==> src/hdl/vbsq_pkg.sv <==
// types and constants shared by the scalar quantize and pack block
package vbsq_pkg;

  localparam int FRAC_BITS = 12;

  localparam logic [1:0] PREC_2BIT   = 2'd0;
  localparam logic [1:0] PREC_4BIT   = 2'd1;
  localparam logic [1:0] PREC_8BIT   = 2'd2;
  localparam logic [1:0] PREC_UNUSED = 2'd3;

  localparam logic [3:0] WIDTH_2BIT = 4'd2;
  localparam logic [3:0] WIDTH_4BIT = 4'd4;
  localparam logic [3:0] WIDTH_8BIT = 4'd8;

  localparam int OFS_LOW    = 3 << FRAC_BITS;
  localparam int OFS_HIGH   = 4 << FRAC_BITS;
  localparam int Q4_SHIFT   = FRAC_BITS - 3;
  localparam int Q4_STEP    = 3 << Q4_SHIFT;
  localparam int Q4_SAT     = 15 * Q4_STEP;
  localparam int DIV3_MUL   = 43;
  localparam int DIV3_SHIFT = 7;
  localparam int Q8_SHIFT   = FRAC_BITS + 3;
  localparam int Q8_SAT     = ((256 << Q8_SHIFT) + 254) / 255;

  localparam int QUEUE_DEPTH = 2;
  localparam int QPTR_W      = $clog2(QUEUE_DEPTH);
  localparam int QCNT_W      = $clog2(QUEUE_DEPTH + 1);

  typedef struct packed {
    logic [7:0] code;
    logic [3:0] width;
    logic       last;
  } qentry_t;

endpackage

==> src/hdl/vbsq_if.sv <==
// channel interfaces for samples in and packed code bytes out
interface vbsq_sample_if #(parameter int SAMPLE_BITS = 16) ();
  logic                          valid;
  logic                          ready;
  logic signed [SAMPLE_BITS-1:0] sample;
  logic [1:0]                    precision;
  logic                          last_element;

  modport source(output valid, sample, precision, last_element, input ready);
  modport sink(input valid, sample, precision, last_element, output ready);
endinterface

interface vbsq_byte_if ();
  logic       valid;
  logic       ready;
  logic [7:0] code_byte;
  logic       last_byte;

  modport source(output valid, code_byte, last_byte, input ready);
  modport sink(input valid, code_byte, last_byte, output ready);
endinterface

==> src/hdl/vbsq_front.sv <==
// front end: quantizes one sample to a 2, 4 or 8 bit code
module vbsq_front import vbsq_pkg::*; #(
  parameter int SAMPLE_BITS = 16
) (
  input  logic signed [SAMPLE_BITS-1:0] sample,
  input  logic [1:0]                    precision,
  input  logic                          last_element,
  output qentry_t                       entry
);

  localparam int NUM_W = ((SAMPLE_BITS > 16) ? SAMPLE_BITS : 16) + 1;

  logic signed [NUM_W-1:0] s_ext;
  logic signed [NUM_W-1:0] num_lo;
  logic signed [NUM_W-1:0] num_hi;
  logic [5:0]              n9;
  logic [11:0]             n9_prod;
  logic [3:0]              q4;
  logic [15:0]             num_hi_u;
  logic [23:0]             prod;
  logic [7:0]              q8;

  assign s_ext  = {{(NUM_W-SAMPLE_BITS){sample[SAMPLE_BITS-1]}}, sample};
  assign num_lo = s_ext + $signed(NUM_W'(OFS_LOW));
  assign num_hi = s_ext + $signed(NUM_W'(OFS_HIGH));

  // divide by three through a reciprocal, valid for the unsaturated range
  assign n9      = num_lo[Q4_SHIFT+5:Q4_SHIFT];
  assign n9_prod = 12'(n9) * 12'(DIV3_MUL);

  always_comb begin
    if (num_lo[NUM_W-1]) begin
      q4 = 4'd0;
    end else if (num_lo >= $signed(NUM_W'(Q4_SAT))) begin
      q4 = 4'd15;
    end else begin
      q4 = 4'(n9_prod >> DIV3_SHIFT);
    end
  end

  assign num_hi_u = num_hi[15:0];
  assign prod     = 24'(num_hi_u) * 24'(255);

  always_comb begin
    if (num_hi[NUM_W-1]) begin
      q8 = 8'd0;
    end else if (num_hi >= $signed(NUM_W'(Q8_SAT))) begin
      q8 = 8'd255;
    end else begin
      q8 = prod[Q8_SHIFT+7:Q8_SHIFT];
    end
  end

  always_comb begin
    entry.last = last_element;
    case (precision)
      PREC_2BIT: begin
        entry.code  = {6'd0, q4[3:2]};
        entry.width = WIDTH_2BIT;
      end
      PREC_4BIT: begin
        entry.code  = {4'd0, q4};
        entry.width = WIDTH_4BIT;
      end
      default: begin
        entry.code  = q8;
        entry.width = WIDTH_8BIT;
      end
    endcase
  end

endmodule

==> src/hdl/vbsq_queue.sv <==
// short queue of quantized codes between front and back
module vbsq_queue import vbsq_pkg::*; (
  input  logic    clk,
  input  logic    rst,
  input  logic    push,
  input  qentry_t push_entry,
  output logic    full,
  input  logic    pop,
  output logic    head_valid,
  output qentry_t head
);

  qentry_t           entries [QUEUE_DEPTH];
  logic [QPTR_W-1:0] wr_ptr;
  logic [QPTR_W-1:0] rd_ptr;
  logic [QCNT_W-1:0] count;
  logic              do_push;
  logic              do_pop;

  assign full       = count == QCNT_W'(QUEUE_DEPTH);
  assign head_valid = count != '0;
  assign head       = entries[rd_ptr];
  assign do_push    = push && !full;
  assign do_pop     = pop && head_valid;

  always_ff @(posedge clk) begin
    if (do_push) begin
      entries[wr_ptr] <= push_entry;
    end
  end

  always_ff @(posedge clk) begin
    if (rst) begin
      wr_ptr <= '0;
      rd_ptr <= '0;
      count  <= '0;
    end else begin
      if (do_push) begin
        wr_ptr <= wr_ptr + QPTR_W'(1);
      end
      if (do_pop) begin
        rd_ptr <= rd_ptr + QPTR_W'(1);
      end
      if (do_push && !do_pop) begin
        count <= count + QCNT_W'(1);
      end else if (do_pop && !do_push) begin
        count <= count - QCNT_W'(1);
      end
    end
  end

endmodule

==> src/hdl/vbsq_back.sv <==
// back end: packs codes lsb first into bytes and holds the output register
module vbsq_back import vbsq_pkg::*; (
  input  logic       clk,
  input  logic       rst,
  input  logic       head_valid,
  input  qentry_t    head,
  output logic       pop,
  output logic       out_valid,
  input  logic       out_ready,
  output logic [7:0] out_byte,
  output logic       out_last
);

  logic [7:0]  acc;
  logic [2:0]  fill;
  logic [14:0] shifted;
  logic [7:0]  merged;
  logic [3:0]  total;
  logic        emit;

  assign pop     = head_valid && (!out_valid || out_ready);
  assign shifted = 15'(head.code) << fill;
  assign merged  = acc | shifted[7:0];
  assign total   = 4'(fill) + head.width;
  assign emit    = total[3] || head.last;

  always_ff @(posedge clk) begin
    if (rst) begin
      out_valid <= 1'b0;
      acc       <= '0;
      fill      <= '0;
    end else begin
      if (pop && emit) begin
        out_valid <= 1'b1;
      end else if (out_ready) begin
        out_valid <= 1'b0;
      end
      if (pop) begin
        if (emit) begin
          acc  <= '0;
          fill <= '0;
        end else begin
          acc  <= merged;
          fill <= total[2:0];
        end
      end
    end
  end

  always_ff @(posedge clk) begin
    if (pop && emit) begin
      out_byte <= merged;
      out_last <= head.last;
    end
  end

endmodule

==> src/hdl/variable_bit_scalar_quantize_pack.sv <==
// top level of the variable width scalar quantizer and bit packer
//
//  channel   dir  payload                              handshake
//  samples   in   sample, precision, last_element      valid / ready
//  codes     out  code_byte, last_byte                 valid / ready
//
// one item per cycle while the output is not stalled; the item that completes a code byte
// passes through the two-entry queue and then into the output register
// rst is synchronous and clears the queue, the accumulator and the output
// a stalled output fills the queue, after which samples.ready drops
module variable_bit_scalar_quantize_pack import vbsq_pkg::*; #(
  parameter int SAMPLE_BITS = 16
) (
  input logic        clk,
  input logic        rst,
  vbsq_sample_if.sink samples,
  vbsq_byte_if.source codes
);

  qentry_t front_entry;
  qentry_t head;
  logic    full;
  logic    head_valid;
  logic    pop;

  vbsq_front #(.SAMPLE_BITS(SAMPLE_BITS)) u_front (
    .sample       (samples.sample),
    .precision    (samples.precision),
    .last_element (samples.last_element),
    .entry        (front_entry)
  );

  assign samples.ready = !full;

  vbsq_queue u_queue (
    .clk        (clk),
    .rst        (rst),
    .push       (samples.valid),
    .push_entry (front_entry),
    .full       (full),
    .pop        (pop),
    .head_valid (head_valid),
    .head       (head)
  );

  vbsq_back u_back (
    .clk        (clk),
    .rst        (rst),
    .head_valid (head_valid),
    .head       (head),
    .pop        (pop),
    .out_valid  (codes.valid),
    .out_ready  (codes.ready),
    .out_byte   (codes.code_byte),
    .out_last   (codes.last_byte)
  );

endmodule

==> src/flat_wrapper.sv <==
// flat-port wrapper written by rule: the top's interface ports become plain ports
module variable_bit_scalar_quantize_pack_flat import vbsq_pkg::*;
#(
  parameter int SAMPLE_BITS = 16
)
  (clk, rst, samples_valid, samples_sample, samples_precision, samples_last_element, samples_ready, codes_valid, codes_code_byte, codes_last_byte, codes_ready);
  vbsq_sample_if #(.SAMPLE_BITS(SAMPLE_BITS)) samples_i ();
  vbsq_byte_if codes_i ();
  input logic clk;
  input logic rst;
  input wire logic [$bits(samples_i.valid)-1:0] samples_valid;
  input wire logic [$bits(samples_i.sample)-1:0] samples_sample;
  input wire logic [$bits(samples_i.precision)-1:0] samples_precision;
  input wire logic [$bits(samples_i.last_element)-1:0] samples_last_element;
  output wire logic [$bits(samples_i.ready)-1:0] samples_ready;
  output wire logic [$bits(codes_i.valid)-1:0] codes_valid;
  output wire logic [$bits(codes_i.code_byte)-1:0] codes_code_byte;
  output wire logic [$bits(codes_i.last_byte)-1:0] codes_last_byte;
  input wire logic [$bits(codes_i.ready)-1:0] codes_ready;
  assign samples_i.valid = samples_valid;
  assign samples_i.sample = samples_sample;
  assign samples_i.precision = samples_precision;
  assign samples_i.last_element = samples_last_element;
  assign samples_ready = samples_i.ready;
  assign codes_valid = codes_i.valid;
  assign codes_code_byte = codes_i.code_byte;
  assign codes_last_byte = codes_i.last_byte;
  assign codes_i.ready = codes_ready;
  variable_bit_scalar_quantize_pack #(.SAMPLE_BITS(SAMPLE_BITS)) u_core (.clk(clk), .rst(rst), .samples(samples_i), .codes(codes_i));
endmodule
==> config.mk <==
export PLATFORM = sky130hd
export DESIGN_NAME = variable_bit_scalar_quantize_pack_flat
export DESIGN_NICKNAME = d
export VERILOG_FILES = /design/src/hdl/vbsq_pkg.sv /design/src/hdl/vbsq_if.sv /design/src/hdl/vbsq_front.sv /design/src/hdl/vbsq_queue.sv /design/src/hdl/vbsq_back.sv /design/src/hdl/variable_bit_scalar_quantize_pack.sv /design/src/flat_wrapper.sv
export SDC_FILE = /design/constraint.sdc
export NUM_CORES = 1
export LEC_CHECK = 0
export ABC_AREA = 1
export ABC_CLOCK_PERIOD_IN_PS = 4400
export BUFFER_PORTS_ARGS = -buffer_cell sky130_fd_sc_hd__buf_4
export CAP_MARGIN = 10
export CORE_UTILIZATION = 58
export DETAILED_ROUTE_END_ITERATION = 8
export PLACE_DENSITY = 0.79
export SLEW_MARGIN = 40
export SYNTH_ARGS = -nofsm -noshare
export SYNTH_HDL_FRONTEND = slang
export SYNTH_SLANG_ARGS = --single-unit
==> constraint.sdc <==
create_clock -name clk -period 4.4 [get_ports clk]
set_clock_uncertainty 0.15 [all_clocks]
set_input_delay 0.88 -clock clk [delete_from_list [all_inputs] [get_ports clk]]
set_output_delay 0.88 -clock clk [all_outputs]
set_load 0.02 [all_outputs]
==> impl_metrics.csv, run 1 <==
group,metric,value,unit
status,status,"finished with violations",
status,violations,"setup timing",
critical_path,start_kind,"input pin",
cts,cts_made_buffers,5,
floorplanning,design.core.area,10980,um^2
place,place_ws,-0.6361,ns
floorplanning,io_pins,34,
finish,final_area,8194,um^2
route,drtIter0Drc,271,
timing,hold_violations,0,
yosys,syn_area,6610,um^2
yosys,ys_types,41,
critical_path,crit_path_end_kind,"flop",
route,firstDrtPassIters,7,
route,route.vias.total,5506,
yosys,synth_top_area_cell,"fa_1",
timing,fin_crit,4.608,ns
global_route,grt_overflow_total,0,
cts,path_clk_slew,0.06,ns
yosys,syn_inst,847,
global_route,antenna_found_initial,0,
yosys,yosysSeqAreaShare,0.1984,
finish,antenna_cells,0,
finish,fillCellCount,755,
route,drt-wirelength-per-cell,13.41,um
critical_path,required,4.28,ns
critical_path,cp_max_fo,3,
timing,setup_viol,16,
cts,clock_path_buffers,2,
yosys,syn_nets,1030,
critical_path,cp.arrival,4.49,ns
timing,timing.final.crit_share,1.047,
place,io_buffers,33,
route,viasPerCell,5.033,
cts,cts_tree,"done",
worst_hold_path,hold_class,"reg2reg",
yosys,synth_fa_ha_area_frac,0.3835,
timing,max_slew_margin,0.5871,
floorplanning,die-width,108.8,um
timing,worst_pin_slew,0.6186,ns
cts,worstSkewPairLatency,0.29,ns
global_route,grt_pass1_wl,24180,um
cts,cts_max_level,2,
route,drc,0,
yosys,syn_avg_cell_area,7.804,um^2
cts,holdBufCountCts,0,
yosys,synth-simple-area-share,0.2114,
global_route,grt_util_all_layers,0.2604,
yosys,synth_xor_area_frac,0.01420,
finish,nets,1136,
route,route.antenna.remaining_nets,0,
floorplanning,rows,38,
cts,cts_root_buffer,"clkbuf_16",
place,place_area,7600,um^2
route,totalWireLength,14670,um
yosys,synth.area.mux_share,0,
place,dp_hpwl,11650,um
yosys,synth_top_area_frac,0.2150,
yosys,synth_top_family_by_area,"adder cells",
job,drv_cap,0,
timing,fmax,0.2170,GHz
global_route,grt_pass1_vias,5475,
yosys,synth_area_leaders,"fa_1, ha_1, edfxtp_1",
global_route,grt_max_degree,17,
timing,slew_viol_final,0,
yosys,synth-compound-area-share,0.05868,
cts,clock_sinks,49,
floorplanning,start_util,0.6018,
place,gp_congestion,0.8891,
critical_path,path_class,"in2reg",
yosys,synth_warnings,0,
critical_path,r2r_slack,1.79,ns
timing,layout_setup_ws,-0.2083,ns
yosys,ys_ff_latch,49,
floorplanning,die_area,11830,um^2
timing,rsz0062_at_grt,"yes",
floorplanning,die_y,108.8,um
finish,synthToLayoutAreaGrowth,23.96,%
finish,drive_above_1_share,0.2652,
==> area by class of cell <==
type	instances	area, um^2	share of cell area
multi-input combinational	568	4862	0.5934
sequential	49	1311	0.1600
inverter	224	862.1	0.1052
timing repair buffer	105	837.1	0.1022
tap	140	175.2	0.02138
clock buffer	5	125.1	0.01527
clock inverter	3	21.27	0.002596
==> placed cells by master, fill, tap and decap left out, types with 7 or more instances in the layout <==
cell      count
nand2_1     179
a21oi_1      19
nand2_4      11
dfxtp_1      16
nor2_1       41
buf_4        94
inv_2        34
ha_4         13
nand3_1      38
inv_1       183
nand2_2      23
fa_1         64
buf_6         9
ha_1         75
o21ai_0      15
edfxtp_1     33
nor2_2       13
fa_2          7
a21oi_2       8
==> logic make-up after synthesis <==
kind of cell / after synthesis
buf+inv: 230
fa+ha+maj: 160
simple gates: 335
compound gates: 64
flops: 49
xor+xnor: 9
==> timing repair <==
action / CTS / global route
setup endpoints to repair: 16 / 16
buffers inserted: 12 / 3
hold endpoints to repair: 0 / 0
pin swaps: 52 / 31
resized for setup: 69 / 36
==> cells in the mapped netlist, drive strengths merged <==
cell and count:
buf 5, nand2 213, nand4 5, a211oi 2, a31oi 1, nand3 43
dfxtp 16, a21oi 28, clkinv 1, o21ai 20, nor3 1, a21o 1
clkbuf 1, nand3b 4, inv 223, or2 6, nor4 1, and3 1
o211ai 7, fa 71, o21bai 5, ha 89, xnor2 5, xor2 4
nor2 60, and2 1, edfxtp 33
==> critical path: stages <==
cell,delay (ns)
buf_8,0.09
clkinvlp_4,0.13
buf_6,0.15
fa_2,0.53
inv_2,0.05
fa_2,0.44
fa_1,0.53
inv_2,0.04
fa_1,0.51
inv_2,0.04
ha_4,0.31
nand2_4,0.09
inv_4,0.07
and3_1,0.15
nand2_1,0.07
nand2_1,0.07
nand2_1,0.05
nand2_1,0.08
nand2_1,0.05
nand2_1,0.08
nand3_2,0.07
==> per-layer routing <==
layer	share of wire	vias up	global-route usage	routed length [um]
met2	0.50	133	0.4625	7281
li1	-	2779	-	-
met4	0.016	0	0.04923	233
met1	0.45	2563	0.3435	6614
met5	0	-	0	0
met3	0.037	31	0.02989	537
==> sequential cells by signal (all words and copies together) (netlist names), named ones only <==
| register | flops |
|---|---|
| u_core.u_back.acc | 8 |
| u_core.u_back.fill | 2 |
| u_core.u_back.out_last | 1 |
| u_core.u_back.out_byte | 8 |
| u_core.u_queue.rd_ptr | 1 |
| u_core.u_queue.wr_ptr | 1 |
| u_core.u_back.out_valid | 1 |
| u_core.u_queue.entries | 24 |
| u_core.u_queue.count | 2 |
==> stage by stage <==
step | util | hold slack (ns) | TNS [ns] | cells
after floorplan | - | 0.2755 | -3.424 | 847
after global placement | 0.6915 | 0.2822 | -7.582 | 1071
after detailed placement | 0.6920 | 0.3046 | -8.732 | 1071
after CTS | 0.7348 | 0.3220 | -1.682 | 1091
after global routing | 0.7461 | 0.3551 | -5.287 | 1094
final | 0.7461 | 0.3164 | -2.873 | 1094
==> worst paths after layout <==
kind / start / end / depth (start not counted)
max: samples_sample[3] / u_core.u_queue.entries[1][6] / 21
min: u_core.u_back.acc[2] / u_core.u_back.acc[2] / 2
max reg2reg: flop / u_core.u_back.out_byte[2] / 9
min reg2reg: u_core.u_back.acc[2] / u_core.u_back.acc[2] / 2
Power of run 1 is not shown: default switching activity piles up to over one toggle a cycle in this logic, so the estimate is an artifact.
==> run 2: changes to the inputs <==
- TNS_END_PERCENT: unset -> 1
==> run 2 against run 1 <==
  * The run still ends with setup timing left
  * Critical path depth is 2 lower
  * Global-route usage is 0.37 points lower
  * Wire length shrank 0.49%
  * Via count down 0.73%
  * Maximum frequency increased by 0.55%
  * Flip-flop and latch count unchanged
  * Register-to-register slack is essentially flat
  * Final cell count about the same
  * Clock-buffer cell count grew 1
==> impl_metrics.csv, run 2 (same netlist as run 1, synthesis figures left out) <==
group,metric,value,unit
status,status,"finished with violations",
status,violations,"setup timing",
timing,fin_crit,4.583,ns
timing,slew_viol_final,0,
route,totalWireLength,14600,um
critical_path,path_class,"in2reg",
timing,rsz0062_at_grt,"yes",
route,firstDrtPassIters,5,
global_route,grt_util_all_layers,0.2567,
timing,worst_pin_slew,0.6454,ns
finish,reg_top3,"u_core.u_queue.entries (24), u_core.u_back.acc (8), u_core.u_back.out_byte (8)",
place,io_buffers,33,
pwr,leakage,4.291,nW
route,viasPerCell,5.001,
finish,largest_register,"u_core.u_queue.entries",
route,drc,0,
finish,largest_register_ffs,24,
floorplanning,start_util,0.6018,
global_route,antenna_found_initial,0,
floorplanning,die_y,108.8,um
finish,layout_commonest_cell,"inv_1",
critical_path,cp_max_fo,5,
critical_path,crit_path_end_kind,"flop",
route,drt-wirelength-per-cell,13.35,um
critical_path,start_kind,"input pin",
cts,cts_max_level,2,
route,route.vias.total,5466,
global_route,grt_pass1_vias,5444,
critical_path,cp.arrival,4.46,ns
pwr,power.density,781.2,nW/um^2
timing,timing.final.crit_share,1.042,
route,route.antenna.remaining_nets,0,
floorplanning,rows,38,
cts,cts_root_buffer,"clkbuf_16",
pwr,ir_drop,0.5349,mV
pwr,finalPower,6.378,mW
global_route,grt_overflow_total,0,
critical_path,required,4.27,ns
route,drtIter0Drc,310,
timing,max_slew_margin,0.5693,
timing,setup_viol,16,
finish,final_area,8164,um^2
cts,clock_sinks,49,
place,dp_hpwl,11880,um
job,drv_cap,0,
cts,cts_made_buffers,5,
cts,worstSkewPairLatency,0.29,ns
floorplanning,die-width,108.8,um
timing,fmax,0.2182,GHz
timing,holdWs,0.3207,ns
floorplanning,die_area,11830,um^2
finish,synthToLayoutAreaGrowth,23.51,%
floorplanning,io_pins,34,
floorplanning,design.core.area,10980,um^2
global_route,grt_max_degree,17,
finish,drive_above_1_share,0.2529,
timing,layout_setup_ws,-0.1832,ns
cts,clock_path_buffers,2,
cts,path_clk_slew,0.06,ns
worst_hold_path,hold_class,"reg2reg",
cts,cts_tree,"done",
place,gp_congestion,0.9012,
finish,antenna_cells,0,
finish,mostFrequentLayoutCells,"inv_1, nand2_1, buf_4, ha_1, fa_1",
timing,hold_violations,0,
global_route,grt_pass1_wl,23760,um
place,place_area,7592,um^2
finish,nets,1135,
[run 2: cell types whose count changed in the layout (fill, tap and decap cells not counted), sizes merged]
cell and delta:
buf -1, clkbuf +1, clkinvlp -1
[run 2: power by group]
group	switching (mW)	total, mW	internal [mW]	leakage (nW)
Clock	0.160	0.406	0.246	0.0824
Combinational	3.01	5.17	2.16	3.76
Sequential	0.0765	0.802	0.725	0.445
[run 2: critical path, cell delays in order]
cell     delay [ns]
buf_8          0.11
fa_1           0.59
buf_4          0.14
fa_2           0.44
fa_1           0.52
inv_1          0.06
fa_1           0.54
inv_2          0.04
ha_4           0.30
nand2_4        0.08
nor2_4         0.14
and3_1         0.16
nand2_1        0.08
nand2_1        0.07
nand2_1        0.04
nand2_1        0.07
nand2_1        0.05
nand2_1        0.08
nand3_2        0.08
[run 2: final timing paths]
check,from,end,slack (ns),depth (start not counted)
worst max-delay path,samples_sample[10],u_core.u_queue.entries[1][6],-0.18,19
worst min-delay path,u_core.u_back.acc[2],u_core.u_back.acc[2],0.32,2
worst max register to register,flop,u_core.u_back.out_byte[4],1.80,9
worst min register to register,u_core.u_back.acc[2],u_core.u_back.acc[2],0.32,2
[run 2: what timing repair did]
action	in CTS	in global routing
resized for setup	58	41
setup buffers	5	6
hold endpoints to repair	0	0
pin swaps	54	31
setup endpoints to repair	16	16
hold buffers	0	0
[run 2: metal layers]
layer / track usage / vias up / wire length (um)
met5: 0 / - / 0
met4: 0.06081 / 0 / 333
met3: 0.01793 / 28 / 420
met2: 0.4733 / 130 / 7332
met1: 0.3263 / 2541 / 6508
li1: - / 2767 / -
[run 2: area by class of cell]
| class | instances | area, um^2 |
|---|---|---|
| clock buffers | 6 | 150.1 |
| clock inverters | 2 | 13.76 |
| repair buffers | 104 | 814.5 |
| inverters | 224 | 859.6 |
| well taps | 140 | 175.2 |
| flip-flops and latches | 49 | 1311 |
| multi-input cells | 568 | 4840 |
| fillers | 766 | 2819 |
[run 2: stage by stage]
| step | std cells | util | TNS [ns] | setup WS (ns) |
|---|---|---|---|---|
| floorplan | 847 | - | -3.883 | -0.2626 |
| global placement | 1075 | 0.6908 | -7.842 | -0.5276 |
| detailed placement | 1075 | 0.6913 | -8.996 | -0.5900 |
| CTS | 1087 | 0.7277 | -2.179 | -0.1649 |
| global route | 1093 | 0.7433 | -5.027 | -0.3733 |
| finish | 1093 | 0.7433 | -2.579 | -0.1832 |
Note: power is estimated with default switching activity, not from simulation.
==> run 3: changes to the inputs <==
- SYNTH_HIERARCHICAL: unset -> 1
==> run 3 against run 2 <==
  * The flow still finishes with violations (setup timing)
  * Non-clock buffer count grew 2
  * Critical path depth unchanged
  * Combinational power decreased by 2%
  * Setup slack lost 0.037 ns
  * Critical endpoint is now u_core/u_queue/entries[0][11]
  * Largest cell class unchanged
  * First-iteration DRC count increased by 9.0%
  * Flip-flop and latch count increased by 3
  * Final cell count increased by 2.6%
  * Sequential power rose by 11%
==> impl_metrics.csv, run 3 <==
group,metric,value,unit
status,status,"finished with violations",
status,violations,"setup timing",
critical_path,reg2reg_to,"u_core/u_back/out_byte[1]",
yosys,syn_inst,870,
finish,instances_no_fill,1121,
route,viasPerCell,5.098,
timing,max_slew_margin,0.5415,
finish,reg_top3,"u_core/u_queue/entries (26), u_core/u_back/acc (8), u_core/u_back/out_byte (8)",
pwr,leakage,4.408,nW
worst_hold_path,hold_class,"reg2reg",
place,io_buffers,33,
cts,clock_sinks,52,
timing,rsz0062_at_grt,"yes",
cts,cts_made_buffers,5,
critical_path,cp.arrival,4.51,ns
critical_path,crit_start,"samples_sample[12]",
yosys,synth_top_area_cell,"fa_1",
critical_path,r2r_cells,8,
floorplanning,start_util,0.6021,
global_route,grt_overflow_total,0,
critical_path,cp_max_fo,6,
cts,cts_max_level,2,
global_route,grt_util_all_layers,0.2535,
timing,worst_pin_slew,0.6870,ns
global_route,antenna_found_initial,0,
yosys,synth_top_area_frac,0.2050,
timing,fin_crit,4.620,ns
timing,setup_viol,16,
yosys,synth_commonest_cells,"inv_1, nand2_1, ha_1, fa_1, nor2_1",
global_route,grt_pass1_vias,5896,
timing,layout_setup_ws,-0.2201,ns
yosys,synth_top_flop_cell,"edfxtp_1",
place,gp_congestion,0.8493,
route,route.vias.total,5715,
job,drv_cap,0,
place,dp_hpwl,12020,um
finish,fillCellCount,829,
critical_path,critical_path.max_stage_delay,0.58,ns
floorplanning,die-width,111.3,um
cts,clock_path_buffers,2,
yosys,syn_nets,1055,
finish,final_util,0.7279,
finish,largest_register,"u_core/u_queue/entries",
yosys,synth.most_common_cell,"inv_1",
cts,holdBufCountCts,0,
yosys,synthArstFlopShare,0,
yosys,ys_ff_latch,52,
floorplanning,die_area,12400,um^2
floorplanning,rows,39,
yosys,syn_area,6934,um^2
cts,cts_tree,"done",
timing,fmax,0.2164,GHz
route,route.antenna.remaining_nets,0,
floorplanning,io_pins,34,
yosys,synth_warnings,6,
yosys,yosysSeqAreaShare,0.2006,
finish,mostFrequentLayoutCells,"inv_1, nand2_1, buf_4, ha_1, fa_1",
finish,synthToLayoutAreaGrowth,20.89,%
route,totalWireLength,14850,um
global_route,grt_pass1_wl,25700,um
global_route,grt_max_degree,17,
critical_path,crit_chain,"buf_6, clkinvlp_4, fa_1, inv_2, fa_1, fa_1, inv_1, fa_1, inv_2, ha_4, nand2_4, nor2_2, nand3_2, nor2_2, nor2_1, nand3_1, nand2_1, nor2_2, nor2_1",
critical_path,slowest_stage,"fa_1",
yosys,synth_area_leaders,"fa_1, ha_1, edfxtp_1",
yosys,syn_avg_cell_area,7.970,um^2
timing,holdWs,0.3122,ns
floorplanning,design.core.area,11520,um^2
cts,cts_root_buffer,"clkbuf_16",
finish,antenna_cells,0,
cts,worstSkewPairLatency,0.29,ns
worst_hold_path,min-delay-start,"u_core/u_back/acc[6]",
place,place_ws,-0.6485,ns
yosys,ys_types,44,
critical_path,path_class,"in2reg",
cts,path_clk_slew,0.07,ns
critical_path,start_kind,"input pin",
floorplanning,die_y,111.3,um
route,firstDrtPassIters,7,
place,dpl.cell_count,1104,
timing,timing.final.crit_share,1.050,
route,drt-wirelength-per-cell,13.25,um
route,drtIter0Drc,338,
finish,drive_above_1_share,0.2393,
pwr,power.density,764.4,nW/um^2
timing,hold_violations,0,
finish,largest_register_ffs,26,
critical_path,r2r_slack,1.47,ns
route,drc,0,
critical_path,crit_path_end_kind,"flop",
timing,setup_tns,-2.889,ns
finish,layout_commonest_cell,"inv_1",
critical_path,endpoint,"u_core/u_queue/entries[0][11]",
timing,slew_viol_final,0,
finish,nets,1162,
yosys,synth_edf_count,35,
critical_path,crit_top_cell,"fa_1",
pwr,ir_drop,0.4761,mV
critical_path,required,4.29,ns
[run 3: through the flow]
step | total power [mW] | instance area (um^2)
3_5_place_dp | 5.404 | 7963
5_1_grt | 7.058 | 8383
6_report | 6.408 | 8383
3_3_place_gp | 5.265 | 7958
2_1_floorplan | 4.317 | 7097
4_1_cts | 6.143 | 8280
[run 3: cell families (layout without fill, tap and decap cells)]
group / count (synthesis) / count (layout) / share of synthesized area
other: 1 / 1 / 0.0005408
buffers and inverters: 234 / 342 / 0.1333
flip-flops: 52 / 52 / 0.2007
XOR/XNOR: 5 / 5 / 0.007400
multiplexers: 13 / 13 / 0.02111
AO/OA/AOI/OAI: 59 / 59 / 0.04800
adder cells (fa/ha/maj): 162 / 162 / 0.3692
AND/OR/NAND/NOR: 344 / 344 / 0.2198
[run 3: layer usage]
| layer | wire (um) | GRT usage | vias to the layer above |
|---|---|---|---|
| li1 | - | - | 2864 |
| met1 | 6575 | 0.3324 | 2692 |
| met2 | 7462 | 0.4575 | 131 |
| met3 | 572 | 0.02667 | 28 |
| met4 | 241 | 0.04685 | 0 |
| met5 | 0 | 0 | - |
[run 3: worst min-delay path by stage]
| stage | to | slack [ns] | cells after the start |
|---|---|---|---|
| floorplan | u_core/u_back/acc[4] | 0.28 | 2 |
| global placement | u_core/u_back/acc[7] | 0.29 | 2 |
| detailed placement | u_core/u_back/acc[6] | 0.30 | 2 |
| CTS | u_core/u_back/acc[4] | 0.32 | 2 |
| global route | u_core/u_back/acc[6] | 0.36 | 2 |
| finish | u_core/u_back/acc[6] | 0.31 | 2 |
[run 3: area by class of cell]
cell class	instances	area [um^2]	area share
Sequential cell	52	1391	0.1660
Multi-Input combinational cell	584	4933	0.5885
Clock buffer	5	125.1	0.01493
Inverter	228	893.4	0.1066
Timing Repair Buffer	106	818.3	0.09761
Clock inverter	3	42.54	0.005075
Tap cell	143	178.9	0.02134
[run 3: critical path: cells and delay by family]
| kind | cells | cell delay [ns] |
|---|---|---|
| adder cells (fa/ha/maj) | 5 | 2.41 |
| buffers and inverters | 5 | 0.38 |
| AND/OR/NAND/NOR | 9 | 0.85 |
[run 3: report_power, final]
part | total, mW | internal [mW] | switching [mW]
Sequential | 0.888 | 0.781 | 0.108
Clock | 0.429 | 0.267 | 0.162
Combinational | 5.09 | 2.13 | 2.96
Total | 6.41 | 3.18 | 3.23
[run 3: timing repair]
item	CTS	global route
pin swaps	36	16
buffers inserted	6	3
setup endpoints to repair	16	16
resized for setup	28	22
